File: src/design/emr_pkg.sv
// Shared codes for the midpoint ellipse rasterizer: operation codes,
// configuration register indexes and the multiplier operand selects.
// No dependencies; every other file of the block but emr_clip imports this package.
`timescale 1ns / 1ps
`default_nettype none

package emr_pkg;

    // Operation field of an input word
    localparam logic OP_START = 1'b0;
    localparam logic OP_STEP  = 1'b1;

    // Configuration register indexes
    localparam int CFG_IDX_BITS = 3;
    localparam logic [CFG_IDX_BITS-1:0] CFG_CLIP_ENABLE = CFG_IDX_BITS'(0);
    localparam logic [CFG_IDX_BITS-1:0] CFG_CLIP_LEFT   = CFG_IDX_BITS'(1);
    localparam logic [CFG_IDX_BITS-1:0] CFG_CLIP_RIGHT  = CFG_IDX_BITS'(2);
    localparam logic [CFG_IDX_BITS-1:0] CFG_CLIP_TOP    = CFG_IDX_BITS'(3);
    localparam logic [CFG_IDX_BITS-1:0] CFG_CLIP_BOTTOM = CFG_IDX_BITS'(4);

    // Operand pairs of the shared multiplier
    typedef enum logic [2:0] {
        MUL_A_SQ,    // radius_x * radius_x
        MUL_B_SQ,    // radius_y * radius_y
        MUL_A2_B,    // a2 * radius_y
        MUL_HX_SQ,   // (2x+1) * (2x+1)
        MUL_YM_SQ,   // (y-1) * (y-1)
        MUL_B2_ACC,  // b2 * accumulator
        MUL_A2_ACC,  // a2 * accumulator
        MUL_A2_B2    // a2 * b2
    } t_mul_sel;

endpackage

`default_nettype wire

File: src/design/emr_mul.sv
// Shared multiplier of the ellipse rasterizer: operand select and one
// registered product. Depends on emr_pkg for the operand select codes.
`timescale 1ns / 1ps
`default_nettype none

module emr_mul #(
    parameter int RADIUS_BITS = 11
) (
    input  wire                        i_clk,
    input  emr_pkg::t_mul_sel          i_sel,
    input  wire  [RADIUS_BITS-1:0]     i_rad_x,
    input  wire  [RADIUS_BITS-1:0]     i_rad_y,
    input  wire  [2*RADIUS_BITS-1:0]   i_a2,
    input  wire  [2*RADIUS_BITS-1:0]   i_b2,
    input  wire  [RADIUS_BITS+2:0]     i_hx,
    input  wire  [RADIUS_BITS:0]       i_ym,
    input  wire  [2*RADIUS_BITS+5:0]   i_acc,
    output logic [4*RADIUS_BITS+11:0]  o_prod
);
    import emr_pkg::*;

    localparam int AW = 2 * RADIUS_BITS + 6;
    localparam int PW = 2 * AW;

    logic [AW-1:0] op_a;
    logic [AW-1:0] op_b;

    // Pick the operand pair for this cycle
    always_comb begin
        case (i_sel)
            MUL_A_SQ: begin
                op_a = AW'(i_rad_x);
                op_b = AW'(i_rad_x);
            end
            MUL_B_SQ: begin
                op_a = AW'(i_rad_y);
                op_b = AW'(i_rad_y);
            end
            MUL_A2_B: begin
                op_a = AW'(i_a2);
                op_b = AW'(i_rad_y);
            end
            MUL_HX_SQ: begin
                op_a = AW'(i_hx);
                op_b = AW'(i_hx);
            end
            MUL_YM_SQ: begin
                op_a = AW'(i_ym);
                op_b = AW'(i_ym);
            end
            MUL_B2_ACC: begin
                op_a = AW'(i_b2);
                op_b = i_acc;
            end
            MUL_A2_ACC: begin
                op_a = AW'(i_a2);
                op_b = i_acc;
            end
            MUL_A2_B2: begin
                op_a = AW'(i_a2);
                op_b = AW'(i_b2);
            end
            default: begin
                op_a = '0;
                op_b = '0;
            end
        endcase
    end

    // Register the product
    always_ff @(posedge i_clk) begin
        o_prod <= PW'(op_a * op_b);
    end

endmodule

`default_nettype wire

File: src/design/emr_clip.sv
// Clip window test of the ellipse rasterizer for the four mirrored pixels.
// Depends on emr_pkg only by convention; no package items are needed.
`timescale 1ns / 1ps
`default_nettype none

module emr_clip #(
    parameter int COORD_BITS = 16,
    parameter int EXT_BITS   = 18
) (
    input  wire                          i_enable,
    input  wire signed [COORD_BITS-1:0]  i_left,
    input  wire signed [COORD_BITS-1:0]  i_right,
    input  wire signed [COORD_BITS-1:0]  i_top,
    input  wire signed [COORD_BITS-1:0]  i_bottom,
    input  wire signed [EXT_BITS-1:0]    i_right_x,
    input  wire signed [EXT_BITS-1:0]    i_left_x,
    input  wire signed [EXT_BITS-1:0]    i_lower_y,
    input  wire signed [EXT_BITS-1:0]    i_upper_y,
    output logic [3:0]                   o_mask
);
    logic signed [EXT_BITS-1:0] left_e;
    logic signed [EXT_BITS-1:0] right_e;
    logic signed [EXT_BITS-1:0] top_e;
    logic signed [EXT_BITS-1:0] bottom_e;
    logic in_rx;
    logic in_lx;
    logic in_ly;
    logic in_uy;

    // Widen the window bounds to the exact coordinate width
    assign left_e   = EXT_BITS'(i_left);
    assign right_e  = EXT_BITS'(i_right);
    assign top_e    = EXT_BITS'(i_top);
    assign bottom_e = EXT_BITS'(i_bottom);

    // Test each coordinate against its pair of bounds
    assign in_rx = (i_right_x >= left_e) && (i_right_x <= right_e);
    assign in_lx = (i_left_x  >= left_e) && (i_left_x  <= right_e);
    assign in_ly = (i_lower_y >= top_e)  && (i_lower_y <= bottom_e);
    assign in_uy = (i_upper_y >= top_e)  && (i_upper_y <= bottom_e);

    // Combine into the per-pixel mask, all set when clipping is off
    assign o_mask[0] = !i_enable || (in_rx && in_ly);
    assign o_mask[1] = !i_enable || (in_lx && in_ly);
    assign o_mask[2] = !i_enable || (in_rx && in_uy);
    assign o_mask[3] = !i_enable || (in_lx && in_uy);

endmodule

`default_nettype wire

File: src/design/ellipse_midpoint_raster.sv
// Midpoint ellipse rasterizer, top level: sequencer, decision datapath, output word.
// Start word: busy through S_A2, S_B2, S_AB, S_D1, S_TRUNC (three shared-multiplier products).
// Step word: busy in S_EMIT, held there while the output word waits, and in S_DEC.
// Point registered in S_EMIT; a region switch adds S_HX to S_P4, S_TRUNC (five products).
// Sync active-low reset clears the sequencer, phase, clip registers and output valid.
// Uses emr_pkg, emr_mul and emr_clip.
`timescale 1ns / 1ps
`default_nettype none

module ellipse_midpoint_raster #(
    parameter int RADIUS_BITS = 11,
    parameter int COORD_BITS  = 16
) (
    input  wire                                i_clk,
    input  wire                                i_rst_n,
    // Input words
    input  wire                                i_valid,
    output logic                               o_stall,
    input  wire                                i_operation,
    input  wire signed [COORD_BITS-1:0]        i_center_x,
    input  wire signed [COORD_BITS-1:0]        i_center_y,
    input  wire        [RADIUS_BITS-1:0]       i_radius_x,
    input  wire        [RADIUS_BITS-1:0]       i_radius_y,
    input  wire        [23:0]                  i_pen_color,
    // Output words
    output logic                               o_valid,
    input  wire                                i_stall,
    output logic signed [COORD_BITS:0]         o_right_x,
    output logic signed [COORD_BITS:0]         o_left_x,
    output logic signed [COORD_BITS:0]         o_lower_y,
    output logic signed [COORD_BITS:0]         o_upper_y,
    output logic        [3:0]                  o_visible_mask,
    output logic        [23:0]                 o_pixel_color,
    output logic                               o_last,
    // Configuration writes
    input  wire                                i_cfg_valid,
    output logic                               o_cfg_ready,
    input  wire  [emr_pkg::CFG_IDX_BITS-1:0]   i_cfg_index,
    input  wire  [COORD_BITS-1:0]              i_cfg_data
);
    import emr_pkg::*;

    localparam int XW  = RADIUS_BITS + 2;
    localparam int YW  = RADIUS_BITS + 1;
    localparam int SQW = 2 * RADIUS_BITS;
    localparam int HW  = RADIUS_BITS + 3;
    localparam int ACW = 2 * RADIUS_BITS + 6;
    localparam int PW  = 2 * ACW;
    localparam int SW  = 3 * RADIUS_BITS + 5;
    localparam int DW  = 4 * RADIUS_BITS + 8;
    localparam int EW  = ((COORD_BITS > XW) ? COORD_BITS : XW) + 2;
    localparam int OW  = COORD_BITS + 1;

    typedef enum logic [3:0] {
        S_IDLE, S_A2, S_B2, S_AB, S_D1, S_TRUNC,
        S_HX, S_YM, S_P1, S_P2, S_P3, S_P4, S_EMIT, S_DEC
    } t_state;

    typedef enum logic [1:0] {
        PH_IDLE, PH_R1, PH_R2
    } t_phase;

    t_state r_state;
    t_phase r_phase;

    // Clip window
    logic                          r_clip_en;
    logic signed [COORD_BITS-1:0]  r_clip_left;
    logic signed [COORD_BITS-1:0]  r_clip_right;
    logic signed [COORD_BITS-1:0]  r_clip_top;
    logic signed [COORD_BITS-1:0]  r_clip_bottom;

    // Held ellipse and algorithm terms
    logic signed [COORD_BITS-1:0]  r_cx;
    logic signed [COORD_BITS-1:0]  r_cy;
    logic        [23:0]            r_color;
    logic        [RADIUS_BITS-1:0] r_rad_x;
    logic        [RADIUS_BITS-1:0] r_rad_y;
    logic        [SQW-1:0]         r_a2;
    logic        [SQW-1:0]         r_b2;
    logic        [XW-1:0]          r_off_x;
    logic        [YW-1:0]          r_off_y;
    logic signed [SW-1:0]          r_sx;
    logic signed [SW-1:0]          r_sy;
    logic signed [DW-1:0]          r_dec;
    logic        [ACW-1:0]         r_acc;
    logic                          r_fin;
    logic                          r_diag;

    // Output word
    logic                          r_out_valid;
    logic signed [OW-1:0]          r_right_x;
    logic signed [OW-1:0]          r_left_x;
    logic signed [OW-1:0]          r_lower_y;
    logic signed [OW-1:0]          r_upper_y;
    logic        [3:0]             r_mask;
    logic        [23:0]            r_pixel_color;
    logic                          r_last;

    t_mul_sel                      mul_sel;
    logic        [PW-1:0]          prod;
    logic        [HW-1:0]          hx;
    logic        [YW-1:0]          ym;
    logic signed [EW-1:0]          cx_e;
    logic signed [EW-1:0]          cy_e;
    logic signed [EW-1:0]          ox_e;
    logic signed [EW-1:0]          oy_e;
    logic signed [EW-1:0]          sum_rx;
    logic signed [EW-1:0]          sum_lx;
    logic signed [EW-1:0]          sum_ly;
    logic signed [EW-1:0]          sum_uy;
    logic        [3:0]             mask;
    logic signed [SW-1:0]          two_a2;
    logic signed [SW-1:0]          two_b2;
    logic signed [DW-1:0]          a2_d;
    logic signed [DW-1:0]          b2_d;
    logic signed [DW-1:0]          prod_d;
    logic signed [DW-1:0]          prod4_d;
    logic signed [DW-1:0]          sx_d;
    logic signed [DW-1:0]          sy_d;
    logic signed [DW-1:0]          n_trunc;
    logic signed [DW-1:0]          n_dec_step;
    logic                          dec_neg;
    logic                          dec_pos;
    logic                          fin;
    logic                          diag;
    logic                          out_free;
    logic                          emit_now;
    logic                          in_accept;

    assign o_stall     = (r_state != S_IDLE);
    assign o_cfg_ready = 1'b1;
    assign in_accept   = i_valid && (r_state == S_IDLE);
    assign out_free    = !r_out_valid || !i_stall;
    assign emit_now    = (r_state == S_EMIT) && out_free;

    // Drive the output word
    assign o_valid        = r_out_valid;
    assign o_right_x      = r_right_x;
    assign o_left_x       = r_left_x;
    assign o_lower_y      = r_lower_y;
    assign o_upper_y      = r_upper_y;
    assign o_visible_mask = r_mask;
    assign o_pixel_color  = r_pixel_color;
    assign o_last         = r_last;

    // Region-two setup operands; y-1 is squared, so take its magnitude
    assign hx = {r_off_x, 1'b1};
    assign ym = (r_off_y == '0) ? YW'(1) : (r_off_y - YW'(1));

    // Exact pixel coordinates
    assign cx_e   = EW'(r_cx);
    assign cy_e   = EW'(r_cy);
    assign ox_e   = $signed({{(EW-XW){1'b0}}, r_off_x});
    assign oy_e   = $signed({{(EW-YW){1'b0}}, r_off_y});
    assign sum_rx = cx_e + ox_e;
    assign sum_lx = cx_e - ox_e;
    assign sum_ly = cy_e + oy_e;
    assign sum_uy = cy_e - oy_e;

    // Widened terms for the slope and decision adders
    assign two_a2  = $signed({{(SW-SQW-1){1'b0}}, r_a2, 1'b0});
    assign two_b2  = $signed({{(SW-SQW-1){1'b0}}, r_b2, 1'b0});
    assign a2_d    = $signed({{(DW-SQW){1'b0}}, r_a2});
    assign b2_d    = $signed({{(DW-SQW){1'b0}}, r_b2});
    assign prod_d  = $signed(prod[DW-1:0]);
    assign prod4_d = $signed({prod[DW-3:0], 2'b00});
    assign sx_d    = DW'(r_sx);
    assign sy_d    = DW'(r_sy);

    // Truncate a quarter-unit value toward zero
    assign n_trunc = (r_dec + $signed({{(DW-2){1'b0}}, {2{r_dec[DW-1]}}})) >>> 2;

    // Branch of the current step
    assign dec_neg = r_dec[DW-1];
    assign dec_pos = !r_dec[DW-1] && (r_dec != '0);
    assign diag    = (r_phase == PH_R1) ? !dec_neg : !dec_pos;
    assign fin     = (r_phase == PH_R2) && (r_off_y == '0);

    // Decision update after the offsets and slopes have moved
    always_comb begin
        n_dec_step = r_dec;
        if (r_diag || (r_phase == PH_R1)) begin
            n_dec_step = n_dec_step + sx_d;
        end
        if (r_diag || (r_phase != PH_R1)) begin
            n_dec_step = n_dec_step - sy_d;
        end
        if (r_phase == PH_R1) begin
            n_dec_step = n_dec_step + b2_d;
        end else begin
            n_dec_step = n_dec_step + a2_d;
        end
    end

    // Select the multiplier operands for each sequencer step
    always_comb begin
        case (r_state)
            S_A2:    mul_sel = MUL_A_SQ;
            S_B2:    mul_sel = MUL_B_SQ;
            S_AB:    mul_sel = MUL_A2_B;
            S_HX:    mul_sel = MUL_HX_SQ;
            S_YM:    mul_sel = MUL_YM_SQ;
            S_P1:    mul_sel = MUL_B2_ACC;
            S_P2:    mul_sel = MUL_A2_ACC;
            S_P3:    mul_sel = MUL_A2_B2;
            default: mul_sel = MUL_A_SQ;
        endcase
    end

    emr_mul #(
        .RADIUS_BITS (RADIUS_BITS)
    ) u_mul (
        .i_clk   (i_clk),
        .i_sel   (mul_sel),
        .i_rad_x (r_rad_x),
        .i_rad_y (r_rad_y),
        .i_a2    (r_a2),
        .i_b2    (r_b2),
        .i_hx    (hx),
        .i_ym    (ym),
        .i_acc   (r_acc),
        .o_prod  (prod)
    );

    emr_clip #(
        .COORD_BITS (COORD_BITS),
        .EXT_BITS   (EW)
    ) u_clip (
        .i_enable  (r_clip_en),
        .i_left    (r_clip_left),
        .i_right   (r_clip_right),
        .i_top     (r_clip_top),
        .i_bottom  (r_clip_bottom),
        .i_right_x (sum_rx),
        .i_left_x  (sum_lx),
        .i_lower_y (sum_ly),
        .i_upper_y (sum_uy),
        .o_mask    (mask)
    );

    // Sequencer, datapath registers and output word
    always_ff @(posedge i_clk) begin
        if (!i_rst_n) begin
            r_state       <= S_IDLE;
            r_phase       <= PH_IDLE;
            r_out_valid   <= 1'b0;
            r_clip_en     <= 1'b0;
            r_clip_left   <= '0;
            r_clip_right  <= '0;
            r_clip_top    <= '0;
            r_clip_bottom <= '0;
        end else begin
            // Take configuration writes
            if (i_cfg_valid) begin
                case (i_cfg_index)
                    CFG_CLIP_ENABLE: r_clip_en     <= i_cfg_data[0];
                    CFG_CLIP_LEFT:   r_clip_left   <= $signed(i_cfg_data);
                    CFG_CLIP_RIGHT:  r_clip_right  <= $signed(i_cfg_data);
                    CFG_CLIP_TOP:    r_clip_top    <= $signed(i_cfg_data);
                    CFG_CLIP_BOTTOM: r_clip_bottom <= $signed(i_cfg_data);
                    default: ;
                endcase
            end

            // Raise the output valid on an emit, drop it once taken
            if (emit_now) begin
                r_out_valid <= 1'b1;
            end else if (r_out_valid && !i_stall) begin
                r_out_valid <= 1'b0;
            end

            case (r_state)
                S_IDLE: begin
                    if (in_accept) begin
                        if (i_operation == OP_START) begin
                            r_cx    <= i_center_x;
                            r_cy    <= i_center_y;
                            r_color <= i_pen_color;
                            r_rad_x <= i_radius_x;
                            r_rad_y <= i_radius_y;
                            r_off_x <= '0;
                            r_off_y <= YW'(i_radius_y);
                            r_sx    <= '0;
                            r_phase <= PH_R1;
                            r_state <= S_A2;
                        end else if (r_phase != PH_IDLE) begin
                            if ((r_phase == PH_R1) && !(r_sx < r_sy)) begin
                                r_phase <= PH_R2;
                                r_state <= S_HX;
                            end else begin
                                r_state <= S_EMIT;
                            end
                        end
                    end
                end
                S_A2: begin
                    r_state <= S_B2;
                end
                S_B2: begin
                    r_a2    <= prod[SQW-1:0];
                    r_state <= S_AB;
                end
                S_AB: begin
                    r_b2    <= prod[SQW-1:0];
                    r_state <= S_D1;
                end
                S_D1: begin
                    // Region-one start in quarter units: 4*b2 - 4*a2*b + a2
                    r_sy    <= $signed({prod[SW-2:0], 1'b0});
                    r_dec   <= $signed({b2_d[DW-3:0], 2'b00}) - prod4_d + a2_d;
                    r_state <= S_TRUNC;
                end
                S_TRUNC: begin
                    r_dec <= n_trunc;
                    if (r_phase == PH_R2) begin
                        r_state <= S_EMIT;
                    end else begin
                        r_state <= S_IDLE;
                    end
                end
                S_HX: begin
                    r_state <= S_YM;
                end
                S_YM: begin
                    r_acc   <= prod[ACW-1:0];
                    r_state <= S_P1;
                end
                S_P1: begin
                    r_acc   <= prod[ACW-1:0];
                    r_state <= S_P2;
                end
                S_P2: begin
                    r_dec   <= prod_d;
                    r_state <= S_P3;
                end
                S_P3: begin
                    r_dec   <= r_dec + prod4_d;
                    r_state <= S_P4;
                end
                S_P4: begin
                    r_dec   <= r_dec - prod4_d;
                    r_state <= S_TRUNC;
                end
                S_EMIT: begin
                    // Hold until the output register is free
                    if (out_free) begin
                        r_right_x     <= sum_rx[OW-1:0];
                        r_left_x      <= sum_lx[OW-1:0];
                        r_lower_y     <= sum_ly[OW-1:0];
                        r_upper_y     <= sum_uy[OW-1:0];
                        r_mask        <= mask;
                        r_pixel_color <= r_color;
                        r_last        <= fin;
                        r_fin         <= fin;
                        r_diag        <= diag;
                        // Advance the offsets and slope terms
                        if ((r_phase == PH_R1) || diag) begin
                            r_off_x <= r_off_x + XW'(1);
                            r_sx    <= r_sx + two_b2;
                        end
                        if ((r_phase == PH_R2) || diag) begin
                            r_off_y <= r_off_y - YW'(1);
                            r_sy    <= r_sy - two_a2;
                        end
                        r_state <= S_DEC;
                    end
                end
                S_DEC: begin
                    r_dec <= n_dec_step;
                    if (r_fin) begin
                        r_phase <= PH_IDLE;
                    end
                    r_state <= S_IDLE;
                end
                default: begin
                    r_state <= S_IDLE;
                end
            endcase
        end
    end

endmodule

`default_nettype wire

File: config.mk
export PLATFORM = sky130hd
export DESIGN_NAME = ellipse_midpoint_raster
export DESIGN_NICKNAME = d
export VERILOG_FILES = /design/src/design/emr_pkg.sv /design/src/design/emr_mul.sv /design/src/design/emr_clip.sv /design/src/design/ellipse_midpoint_raster.sv
export SDC_FILE = /design/constraint.sdc
export NUM_CORES = 2
export LEC_CHECK = 0
export BUFFER_PORTS_ARGS = -buffer_cell sky130_fd_sc_hd__buf_2
export CAP_MARGIN = 20
export CORE_ASPECT_RATIO = 0.6
export CORE_MARGIN = 5
export CORE_UTILIZATION = 39
export DETAILED_ROUTE_END_ITERATION = 10
export PLACE_DENSITY = 0.63
export SETUP_SLACK_MARGIN = 0.02
export SLEW_MARGIN = 20
export SYNTH_ARGS = -nofsm -noshare
export SYNTH_HDL_FRONTEND = slang
export SYNTH_SLANG_ARGS = --single-unit
File: constraint.sdc
create_clock -name i_clk -period 12.1 [get_ports i_clk]
set_input_delay 1.21 -clock i_clk [delete_from_list [all_inputs] [get_ports i_clk]]
set_output_delay 1.21 -clock i_clk [all_outputs]
set_load 0.02 [all_outputs]
==> impl_results.md <==
- Min-Delay Path Class: register to register
- Top Ports: 203
- Mean post-synth cell area: roughly 8.6 um^2
- R2r worst-path depth: 36
- Status: complete, no violations
- Net count, final: ~9,000
- H-tree Lvls: 2
- Crit-path max cell delay: just over 600 ps
- 1st-iter DRT viols: roughly 7,100
- Post-route ant nets: 0
- Via count: about 57,000
- RSZ-0062 raised after global routing: no
- Ys flop type: edfxtp_1
- Cell Area, Synth: ~65,000 um^2
- Final hold vios: 0
- First-pass GRT wire length: ~360,000 um
- DRC violations left: 0
- CTS clock-pin slew for the worst setup and hold paths: approximately 70 ps
- Clk_skew: between 60 and 70 ps
- Warning count from the yosys run: 0
- Detailed Route WL: 246,900 um
- Fin crit share: a little over nine tenths
- Post-CTS setup buffers: 0
- Synth Register Bits: ~520
- Sequential area share after synthesis: between 20 and 25%
- Slew Viols, Final: 0
- Root Driver: clkbuf_16
- Crit path launch type: register
- Initial antenna violation count: 22
- Slew headroom: between 20% and 30%
- CP max FO: 9
- # hold bufs at CTS: 0
- Final min period: around 12,000 ps
- Crit path max-delay family: adder cells
- Initial Utilization: 39.08%
- Worst-Margin Slew: approximately 1100 ps
- CP Capture Type: register
- # setup viols final: 0
- Largest family of logic cells by synthesized area: adder cells
- Post-synth EDFFs: ~400
- Gr usage total: between 20% and 30%
- Number of filler cells placed in the layout: 16,590
- Clk_lat worst skew: approximately 720 ps
- Die height: 326.1 um
- Max Buffers Root-to-Sink: 3
- Arr. time, crit path: 12,170 ps
- CP Depth: 36
- Post-CTS resize count: 0
- Syn Nets: a little under 9,000
- P&R area growth vs syn: 8.895%
- Die ar.: 175,100 um^2
- Max stage delay cell, worst path: fa_1
- Rows: between 100 and 150
- Hold Crit Depth: 0
- Largest net degree at the start of global routing: a little over 80
- Total clock buffers created by CTS: 57
- Fmax: roughly 0.087 GHz
- CTS tree: built
- FFs w/ async S/R, synth: 0%
- Vias in the first global route: 54,400
- XOR/XNOR share of the synthesized area: 6.177%
- Post-synthesis adder-cell area fraction: about 30%
- Die W: roughly 540 um
- Vias per cell: between 5 and 6
- Drt wl/cell: 24.84 um
- Netlist cell types: ~110
- Post-Synth Simple-Gate Area: 16.27%
- Buffers on Ports: 201
- DRT Pass-1 Iters: 8
- Multiplexer area fraction after synthesis: less than 1%
- Setup tns final: 0 ps
- Post-DP HPWL: 202,600 um
- Crit path kind: register to register
- Worst path required time: between 10,000 and 15,000 ps
- Core area: approximately 170,000 um^2
- Post-synthesis compound-gate area fraction: between 15 and 20%
- Total grt overflow: 0
- Buf+Inv Stages, Crit Path: 7
- Max_cap viols: 0
- Layout cells sized above 1: between 6 and 7%
- CTS Sinks: roughly 520
- Final Wtd Congestion: about 1.1
- Syn Inst Count: roughly 7,600
==> final cells by class <==
cell class	instances	area [um^2]	area share, %
Clock buffer	67	1515	2.142
Antenna cell	5	12.51	0.01769
Clock inverter	41	550.5	0.7784
Sequential cell	524	14470	20.45
Timing Repair Buffer	308	1807	2.555
Tap cell	2242	2805	3.967
Multi-Input combinational cell	5740	45760	64.70
Inverter	1014	3806	5.382
==> placed cells by master (no fill, tap or decap), drive strengths merged, types with 120 or more instances in the layout <==
master and instances:
a21oi 445, nor2 618, edfxtp 397, xor2 173, nand3 120, ha 681, o21ai 397, inv 1019
xnor2 285, nand2 953, a21o 163, fa 550, buf 308, dfxtp 127
==> metal layers <==
| metal | share of wire, % | up-vias | GRT usage, % |
|---|---|---|---|
| li1 | - | 25980 | - |
| met1 | 47 | 27960 | 42.66 |
| met2 | 38 | 2998 | 35.72 |
| met3 | 14 | 255 | 9.885 |
| met4 | 1.7 | 14 | 4.340 |
| met5 | 0.084 | - | 0.7675 |
==> metrics by stage <==
step	std cells	worst slack (ps)	utilization [%]	hold WS [ps]	cell area, um^2
4_1_cts	9935	422.1	42.53	420.5	70680
3_5_place_dp	9827	517.9	41.29	404.5	68610
2_1_floorplan	7563	866.4	-	400.3	64940
5_1_grt	9937	99.54	42.55	426.3	70710
3_3_place_gp	9827	604.2	41.28	400.6	68600
6_report	9941	547.8	42.56	414.7	70720
==> cell families after synthesis <==
logic type,after synthesis
AO/OA/AOI/OAI,1703
XOR/XNOR,458
adder cells (fa/ha/maj),1231
buffers and inverters,1299
flip-flops,524
multiplexers,34
other,1
AND/OR/NAND/NOR,2313
==> final timing paths <==
check              from                to  slack, ps
max          r_off_y[1]  u_mul.o_prod[51]        550
min reg2reg  r_color[1]  o_pixel_color[1]        410
min          r_color[1]  o_pixel_color[1]        410
max reg2reg  r_off_y[1]  u_mul.o_prod[51]        550
==> synth_stat cells, types with 81 or more instances <==
library cell / count / area share (%)
o21ai_0: 380 / 2.9
edfxtp_1: 397 / 18
xor2_1: 173 / 2.3
nand3_1: 119 / 0.92
clkbuf_1: 247 / 1.4
a21o_1: 163 / 1.9
nand2_1: 952 / 5.5
nor3_1: 84 / 0.65
o21a_1: 81 / 0.94
a21oi_1: 443 / 3.4
ha_1: 681 / 13
nor2_1: 617 / 3.6
xnor2_1: 285 / 3.8
dfxtp_1: 127 / 3.9
fa_1: 550 / 17
nand2b_1: 86 / 0.83
a21boi_0: 98 / 1.1
inv_1: 1011 / 5.8
==> sequential cells by signal, indices dropped and copies added, names as in the netlist, 17 cells and up <==
signal,cells
o_right_x,17
r_a2,22
r_sx,37
o_lower_y,17
r_dec,52
r_sy,37
o_pixel_color,24
r_color,24
r_acc,28
r_b2,22
u_mul.o_prod,52
Power is not shown: default switching activity piles up to over one toggle a cycle in this logic, so the estimate is an artifact.
